===== config.mk =====
export PLATFORM = sky130hd
export DESIGN_NAME = status_frame_deframer_core_flat
export DESIGN_NICKNAME = d
export VERILOG_FILES = /design/src/hw/rtl/sfd_pkg.sv /design/src/hw/rtl/sfd_in_if.sv /design/src/hw/rtl/sfd_out_if.sv /design/src/hw/rtl/status_frame_deframer_core.sv /design/src/hw/rtl/sfd_cell.sv /design/src/hw/rtl/sfd_ctrl.sv /design/src/flat_wrapper.sv
export VERILOG_INCLUDE_DIRS = /design/src /design/src/hw/rtl
export SDC_FILE = /design/constraint.sdc
export NUM_CORES = 1
export LEC_CHECK = 0
export BUFFER_PORTS_ARGS = -buffer_cell sky130_fd_sc_hd__buf_2
export CORE_MARGIN = 5
export CORE_UTILIZATION = 28
export DETAILED_ROUTE_END_ITERATION = 12
export PLACE_DENSITY = 0.47
export SLEW_MARGIN = 5
export SYNTH_ARGS = -nofsm -noshare
export SYNTH_HDL_FRONTEND = slang
export SYNTH_SLANG_ARGS = --single-unit

===== constraint.sdc =====
create_clock -name clk -period 34.6 [get_ports clk]
set_input_delay 5.19 -clock clk [delete_from_list [all_inputs] [get_ports clk]]
set_output_delay 5.19 -clock clk [all_outputs]
set_load 0.03 [all_outputs]

===== src/hw/rtl/status_frame_deframer_core_macros.svh =====
// Assertion macros of the status frame deframer, used by sfd_ctrl.
`ifndef STATUS_FRAME_DEFRAMER_CORE_MACROS_SVH
`define STATUS_FRAME_DEFRAMER_CORE_MACROS_SVH

// Same-cycle implication, checked outside reset.
`define SFD_ASSERT_NOW(lbl, ante, cons) \
  lbl: assert property (@(posedge clk) disable iff (rst) (ante) |-> (cons)) \
    else $error("status frame deframer check failed");

// Next-cycle implication, checked outside reset.
`define SFD_ASSERT_NEXT(lbl, ante, cons) \
  lbl: assert property (@(posedge clk) disable iff (rst) (ante) |=> (cons)) \
    else $error("status frame deframer check failed");

`endif


===== src/hw/rtl/sfd_pkg.sv =====
// Package with constants and types of the status frame deframer.
`default_nettype none
package sfd_pkg;
  localparam int PAYLOAD_BYTES = 40;
  localparam int CNT_W = $clog2(PAYLOAD_BYTES + 1);
  localparam int BYTE_W = 8;
  localparam int IDX_W = 6;

  localparam logic [BYTE_W-1:0] HDR_FIRST = 8'h55;
  localparam logic [BYTE_W-1:0] HDR_SECOND = 8'h00;
  localparam logic [BYTE_W-1:0] TRL_FIRST = 8'h00;
  localparam logic [BYTE_W-1:0] TRL_SECOND = 8'hAA;

  typedef enum logic [2:0] {
    PH_HUNT,
    PH_HDR2,
    PH_DATA,
    PH_TRL1,
    PH_TRL2,
    PH_EMIT
  } phase_t;

  typedef struct packed {
    logic shift;
    logic [BYTE_W-1:0] tail_data;
  } chain_ctrl_t;
endpackage
`default_nettype wire


===== src/hw/rtl/sfd_in_if.sv =====
// Input channel interface carrying one received byte per word.
`default_nettype none
interface sfd_in_if;
  logic valid;
  logic ready;
  logic [sfd_pkg::BYTE_W-1:0] rx_byte;

  modport source(output valid, output rx_byte, input ready);
  modport sink(input valid, input rx_byte, output ready);
endinterface
`default_nettype wire


===== src/hw/rtl/sfd_out_if.sv =====
// Output channel interface carrying one payload byte with its index per word.
`default_nettype none
interface sfd_out_if;
  logic valid;
  logic ready;
  logic [sfd_pkg::BYTE_W-1:0] payload_byte;
  logic [sfd_pkg::IDX_W-1:0] byte_index;
  logic last;

  modport source(output valid, output payload_byte, output byte_index, output last,
                 input ready);
  modport sink(input valid, input payload_byte, input byte_index, input last,
               output ready);
endinterface
`default_nettype wire


===== src/hw/rtl/status_frame_deframer_core.sv =====
// Top level of the status frame deframer: control plus the payload cell chain.
//
//   Port  Direction  Word contents
//   rx    sink       rx_byte
//   tx    source     payload_byte, byte_index, last
//
// Every received byte is taken as soon as it is valid while no frame is being sent.
// An accepted frame is sent as PAYLOAD_BYTES words, one per cycle when tx is
// ready; rx stays not ready until its last word is taken.
// Payload bytes shift through a chain of PAYLOAD_BYTES cells, in while
// collecting and out while sending. Reset (rst, synchronous) returns the
// block to hunting for a header.
`default_nettype none
module status_frame_deframer_core (
  input  wire logic clk,
  input  wire logic rst,
  sfd_in_if.sink    rx,
  sfd_out_if.source tx
);
  sfd_pkg::chain_ctrl_t ctrl;
  logic [sfd_pkg::BYTE_W-1:0] cell_data [sfd_pkg::PAYLOAD_BYTES];

  sfd_ctrl u_ctrl (
    .clk        (clk),
    .rst        (rst),
    .in_valid   (rx.valid),
    .in_byte    (rx.rx_byte),
    .in_ready   (rx.ready),
    .out_valid  (tx.valid),
    .out_ready  (tx.ready),
    .byte_index (tx.byte_index),
    .last       (tx.last),
    .ctrl       (ctrl)
  );

  for (genvar i = 0; i < sfd_pkg::PAYLOAD_BYTES; i++) begin : g_cell
    if (i == sfd_pkg::PAYLOAD_BYTES - 1) begin : g_tail
      sfd_cell u_cell (
        .clk      (clk),
        .ctrl     (ctrl),
        .neighbor (ctrl.tail_data),
        .data     (cell_data[i])
      );
    end else begin : g_body
      sfd_cell u_cell (
        .clk      (clk),
        .ctrl     (ctrl),
        .neighbor (cell_data[i+1]),
        .data     (cell_data[i])
      );
    end
  end

  assign tx.payload_byte = cell_data[0];
endmodule
`default_nettype wire


===== src/hw/rtl/sfd_cell.sv =====
// One storage cell of the payload shift chain.
`default_nettype none
module sfd_cell (
  input  wire logic clk,
  input  wire sfd_pkg::chain_ctrl_t ctrl,
  input  wire logic [sfd_pkg::BYTE_W-1:0] neighbor,
  output logic [sfd_pkg::BYTE_W-1:0] data
);
  always_ff @(posedge clk) begin
    if (ctrl.shift) begin
      data <= neighbor;
    end
  end
endmodule
`default_nettype wire


===== src/hw/rtl/sfd_ctrl.sv =====
// Frame state machine and handshake control of the status frame deframer.
`default_nettype none
`include "status_frame_deframer_core_macros.svh"
module sfd_ctrl (
  input  wire logic clk,
  input  wire logic rst,
  input  wire logic in_valid,
  input  wire logic [sfd_pkg::BYTE_W-1:0] in_byte,
  output logic in_ready,
  output logic out_valid,
  input  wire logic out_ready,
  output logic [sfd_pkg::IDX_W-1:0] byte_index,
  output logic last,
  output sfd_pkg::chain_ctrl_t ctrl
);
  localparam logic [sfd_pkg::CNT_W-1:0] LAST_IDX = sfd_pkg::CNT_W'(sfd_pkg::PAYLOAD_BYTES - 1);

  sfd_pkg::phase_t state;
  sfd_pkg::phase_t state_next;
  logic [sfd_pkg::CNT_W-1:0] fill_count;
  logic [sfd_pkg::CNT_W-1:0] fill_count_next;
  logic [sfd_pkg::CNT_W-1:0] emit_idx;
  logic [sfd_pkg::CNT_W-1:0] emit_idx_next;
  logic in_acc;
  logic out_acc;

  assign in_acc = in_valid && in_ready;
  assign out_acc = out_valid && out_ready;

  always_comb begin
    state_next = state;
    case (state)
      sfd_pkg::PH_HUNT: begin
        if (in_acc && in_byte == sfd_pkg::HDR_FIRST) state_next = sfd_pkg::PH_HDR2;
      end
      sfd_pkg::PH_HDR2: begin
        if (in_acc) begin
          state_next = (in_byte == sfd_pkg::HDR_SECOND) ? sfd_pkg::PH_DATA : sfd_pkg::PH_HUNT;
        end
      end
      sfd_pkg::PH_DATA: begin
        if (in_acc && fill_count == LAST_IDX) state_next = sfd_pkg::PH_TRL1;
      end
      sfd_pkg::PH_TRL1: begin
        if (in_acc) begin
          state_next = (in_byte == sfd_pkg::TRL_FIRST) ? sfd_pkg::PH_TRL2 : sfd_pkg::PH_HUNT;
        end
      end
      sfd_pkg::PH_TRL2: begin
        if (in_acc) begin
          state_next = (in_byte == sfd_pkg::TRL_SECOND) ? sfd_pkg::PH_EMIT : sfd_pkg::PH_HUNT;
        end
      end
      sfd_pkg::PH_EMIT: begin
        if (out_acc && emit_idx == LAST_IDX) state_next = sfd_pkg::PH_HUNT;
      end
      default: state_next = sfd_pkg::PH_HUNT;
    endcase
  end

  always_comb begin
    fill_count_next = '0;
    emit_idx_next = '0;
    if (state == sfd_pkg::PH_DATA) begin
      fill_count_next = fill_count;
      if (in_acc) fill_count_next = (fill_count == LAST_IDX) ? '0 : fill_count + 1'b1;
    end
    if (state == sfd_pkg::PH_EMIT) begin
      emit_idx_next = emit_idx;
      if (out_acc) emit_idx_next = (emit_idx == LAST_IDX) ? '0 : emit_idx + 1'b1;
    end
  end

  always_comb begin
    in_ready = (state != sfd_pkg::PH_EMIT);
    out_valid = (state == sfd_pkg::PH_EMIT);
    byte_index = sfd_pkg::IDX_W'(emit_idx);
    last = (emit_idx == LAST_IDX);
    ctrl.shift = (state == sfd_pkg::PH_DATA && in_acc) || out_acc;
    ctrl.tail_data = in_byte;
  end

  always_ff @(posedge clk) begin
    if (rst) begin
      state <= sfd_pkg::PH_HUNT;
      fill_count <= '0;
      emit_idx <= '0;
    end else begin
      state <= state_next;
      fill_count <= fill_count_next;
      emit_idx <= emit_idx_next;
    end
  end

  `SFD_ASSERT_NOW(a_emit_after_trailer, (out_valid && !$past(out_valid)), ($past(state) == sfd_pkg::PH_TRL2))
  `SFD_ASSERT_NOW(a_fill_only_in_data, (state != sfd_pkg::PH_DATA), (fill_count == '0))
  `SFD_ASSERT_NEXT(a_last_ends_frame, (out_acc && last), (state == sfd_pkg::PH_HUNT))
  `SFD_ASSERT_NOW(a_emit_idx_range, (state == sfd_pkg::PH_EMIT), (emit_idx <= LAST_IDX))
endmodule
`default_nettype wire


===== src/flat_wrapper.sv =====
// flat-port wrapper written by rule: the top's interface ports become plain ports
module status_frame_deframer_core_flat 
  (clk, rst, rx_valid, rx_rx_byte, rx_ready, tx_valid, tx_payload_byte, tx_byte_index, tx_last, tx_ready);
  sfd_in_if rx_i ();
  sfd_out_if tx_i ();
  input  wire logic clk;
  input  wire logic rst;
  input wire logic [$bits(rx_i.valid)-1:0] rx_valid;
  input wire logic [$bits(rx_i.rx_byte)-1:0] rx_rx_byte;
  output wire logic [$bits(rx_i.ready)-1:0] rx_ready;
  output wire logic [$bits(tx_i.valid)-1:0] tx_valid;
  output wire logic [$bits(tx_i.payload_byte)-1:0] tx_payload_byte;
  output wire logic [$bits(tx_i.byte_index)-1:0] tx_byte_index;
  output wire logic [$bits(tx_i.last)-1:0] tx_last;
  input wire logic [$bits(tx_i.ready)-1:0] tx_ready;
  assign rx_i.valid = rx_valid;
  assign rx_i.rx_byte = rx_rx_byte;
  assign rx_ready = rx_i.ready;
  assign tx_valid = tx_i.valid;
  assign tx_payload_byte = tx_i.payload_byte;
  assign tx_byte_index = tx_i.byte_index;
  assign tx_last = tx_i.last;
  assign tx_i.ready = tx_ready;
  status_frame_deframer_core u_core (.clk(clk), .rst(rst), .rx(rx_i), .tx(tx_i));
endmodule

* Word-level counts from Yosys, hierarchy flattened
Cells that the tools add are included.
Operators by class: $add $sub $neg 2, equal/unequal tests 16, mux-type cells 12, bitwise gates (word level) 2, reductions and logical operators 12
Operators with widths (count):
- $mux W3 | 8
- $pmux W3 S6 | 1
- $add A6 B1 Y6 const B | 2
- $eq A6 B6 Y1 const B | 2
- $mux W6 | 2
- $ne A2 B2 Y1 const B | 5
- $eq A8 B7 Y1 const B | 1
- $eq A8 B8 Y1 const B | 1
- $logic_not A8 Y1 | 1
- $eq A3 B2 Y1 const B | 2
- $eq A3 B3 Y1 const B | 2
- $logic_and A1 B1 Y1 | 6
- $reduce_and A6 Y1 | 1
- $reduce_or A2 Y1 | 2
- $eq A3 B1 Y1 const B | 1
- $logic_not A3 Y1 | 1
- $ne A3 B3 Y1 const B | 1
- $mux W2 | 1
- $ne A2 B1 Y1 const B | 1
- $not A1 Y1 | 2
- $logic_or A1 B1 Y1 | 1
Word-level totals: register bits after elaboration 335, input port bits 12, output and inout bits 17

* Longest topological paths before layout
word-level depth 5, gate-level depth with buffers 6, gate-level depth less buffers 5

* Cells and area by module
From an unflattened synthesis, not the netlist that was laid out.
Second synthesis, totals: cells, all modules 424, area, all modules 10532.6 sq um
By module, submodules not included:
- sfd_cell | times used 40, cells an instance 8, area an instance 240.2 sq um
- sfd_ctrl | times used 1, cells an instance 104, area an instance 923.4 sq um

* Least setup slack after synthesis
Ideal clock, no wire load.
path kind in2reg, from input port rx_valid, to register u_core.g_cell[0].g_body.u_cell.data[0] in the netlist's numbering, enable pin, library setup time 1.444 ns, arrival 27.769 ns, data required time 33.156 ns, slack 5.387 ns, stages on the path 3, cells stage by stage clkbuf_1 > inv_1 > o21ai_0
RTL lines:
- from (decl) | line flat_wrapper.sv:8 | input wire logic [$bits(rx_i.valid)-1:0] rx_valid;
- to (signal assigned) | line sfd_cell.sv:11 | data <= neighbor;
- to (decl) | line sfd_cell.sv:7 | output logic [sfd_pkg::BYTE_W-1:0] data

==> out/qor.yml <==
run_status:
  status: "finished, final reports clean"
pwr:
  power_frac_seq: 0.566
  p_clk_frac: 0.432
  ir_drop_mv: 0.0325
  net-switching-power_mw: 0.141
  power.leakage_nw: 3.80
  internal-power_mw: 0.632
  swShare: 0.182
  p_comb_frac: 0.002
  p_per_area_mw_per_mm2: 63.0
yosys:
  synthesis.area_mm2: 0.0105
  yosysWarnings: 0
  synthMostInstantiatedCell: "edfxtp_1"
  synth_cell_types: 38
  syn-num-nets: 448
  synth.ff_latch_count: 335
  ys.flop_type: "edfxtp_1"
  postSynthCellCount: 434
  async_reset_ff_frac: 0
  yosys.area.top_type: "edfxtp_1"
  ys_seq_area_frac: 0.940
  synth-edff-count: 320
  syn-mean-instance-area_um2: 24.3
  synthTopCellsByArea: "edfxtp_1 91%, dfxtp_1 2.8%, buf_4 0.64%, xor2_1 0.58%, nand3_1 0.43%"
  synth_commonest_cells: "320 x edfxtp_1, 15 x dfxtp_1, 11 x nor2_1"
  synth_top_cell_area_share: 0.911
placed_design:
  gp_congestion: 0.738
  portBuffers: 28
  hpwl_mm: 6.07
sta:
  setup_viol: 0
  finalHoldViolCount: 0
  tns_ps: 0
  skew_ps: 14.2
  finalCritPeriodShare: 0.212
  grt_setup_unrepaired: "false"
  clock.fmax_ghz: 0.136
  slew-limit-headroom: 0.236
  layout_min_cycle_time_ps: 7340
  slew_viol_final: 0
  worst_pin_slew_ps: 1150
floorplan:
  die_area_mm2: 0.0417
  row_count: 71
  boundaryPins: 29
  start_util: 0.282
  die_w_um: 204
  core_mm2: 0.0374
  chipHeight_um: 204
critical_path:
  end_kind: "flip-flop"
  critPathLaunchType: "input port"
  cp_max_fo: 97
  cp.required_ps: 34760
  crit_type: "in -> reg"
  crit_arrival_ps: 7490
drt:
  drtAntennaViolNets: 0
  drt_wl_total_mm: 12.7
  wl_per_cell_um: 12.5
  drcViolationCount: 0
  vias: 3880
  drt-initial-drc-count: 343
  vias_per_cell: 3.80
  dr.pass1.iters: 4
grt:
  grt_max_degree: 98
  use_met1: 0.0849
  met2_usage: 0.0824
  grt_antenna_before_repair: 0
  busiest_layer: "met1"
  met3_usage: 0.0184
  grt_usage: 0.0591
  grt_overflow: 0
  grt_first_pass_wirelength_mm: 20.8
  grt_pass1_vias: 3986
cells_and_area:
  ff_latch_area_mm2: 0.00991
  layout-drive-gt1-share: 0.167
  finish.utilization: 0.328
  antenna_cells: 0
  n_fill_cell: 3519
  multi_input_area_um2: 534
  area_delta_synth_final_pct: 16.4
  fin_nets: 500
clock_network:
  numClockSinks: 335
  clkTransAtPathRegs_ps: 60
  insertion_delay_ps: 550
  cts_buffers: 31
  holdBufCountCts: 0
  post_cts_buffers: 0
  htree_levels: 1
  cts.repair.resized: 0
  cts_buffer_depth: 3
  cts_tree: "done"
  clock_tree.root_cell: "clkbuf_16"
flow_run:
  cap_violations: 0
hold_path:
  hp-class: "reg -> reg"
[final timing paths]
check | start | to | slack, ps | depth (start not counted)
worst max-delay path | tx_ready | u_core.g_cell[29].g_body.u_cell.data[5] | 27260 | 5
worst min-delay path | u_core.g_cell[25].g_body.u_cell.data[4] | u_core.g_cell[24].g_body.u_cell.data[4] | 410 | 0
worst max register to register | u_core.u_ctrl.state[2] | u_core.g_cell[29].g_body.u_cell.data[5] | 31440 | 4
worst min register to register | u_core.g_cell[25].g_body.u_cell.data[4] | u_core.g_cell[24].g_body.u_cell.data[4] | 410 | 0
[sequential cells by signal (all words and copies together) (netlist names)]
signal / cells
u_core.g_cell.g_body.u_cell.data: 312
u_core.g_cell.g_tail.u_cell.data: 8
u_core.u_ctrl.byte_index: 6
u_core.u_ctrl.fill_count: 6
u_core.u_ctrl.state: 3
[worst max-delay path, stage by stage]
cell and delay (ps):
buf_2 150, nand4b_1 260, o21ai_4 130, buf_4 670
buf_4 1000
[cells in the final DEF, fill, tap and decap left out, drive strengths merged, types with 4 or more instances in the layout]
master  synthesis  routed
nand2           8       8
nand4           4       4
clkinv          0      15
nor3            7       7
bufinv          0       4
buf            10      32
inv             4       5
nand3           9       9
xor2            7       7
edfxtp        320     320
nor2           11      11
clkbuf          3      36
dfxtp          15      15
[power groups by stage]
stage / Clock [mW] / Sequential [mW] / Combinational, mW
finish: 0.334 / 0.437 / 0.00180
global route: 0.366 / 0.437 / 0.00202
CTS: 0.349 / 0.437 / 0.00180
detailed placement: 0 / 0.446 / 0.00180
global placement: 0 / 0.446 / 0.00166
floorplan: 0 / 0.446 / 0.000564
[layer usage]
layer	vias up	part of all wire	wire, µm
li1	1814	-	-
met1	1946	0.49	6280
met2	77	0.42	5330
met3	43	0.050	632
met4	0	0.040	513
met5	-	0	0
[cell families (layout without fill, tap and decap cells)]
logic type,Yosys count,in the layout,synth area share
adders and majority gates,2,2,0.00237
and+or+nand+nor,56,56,0.0295
xor gates and xnor gates,10,10,0.00830
AOI/OAI and AO/OA,13,13,0.00842
buffers and inverters,17,93,0.0109
muxes,1,1,0.000949
DFF,335,335,0.940
[per-stage QoR]
step / instances / worst slack [ps] / power [mW] / cell area, µm² / hold slack (ps)
after global placement: 964 / 26800 / 0.448 / 11300 / 403
after detailed placement: 964 / 26660 / 0.448 / 11300 / 405
after CTS: 1021 / 27230 / 0.788 / 12300 / 412
final: 1021 / 27260 / 0.773 / 12300 / 405
after floorplan: 434 / 5390 / 0.446 / 10500 / 400
after global routing: 1021 / 27060 / 0.804 / 12300 / 410
[area by class of cell]
cell class,count,share of cell area
clock inverters,21,0.0173
clock buffers,36,0.0647
repair buffers,32,0.0139
well taps,511,0.0521
flip-flops and latches,335,0.807
inverters,4,0.00122
multi-input cells,82,0.0435
(Power assumes the default switching activity.)
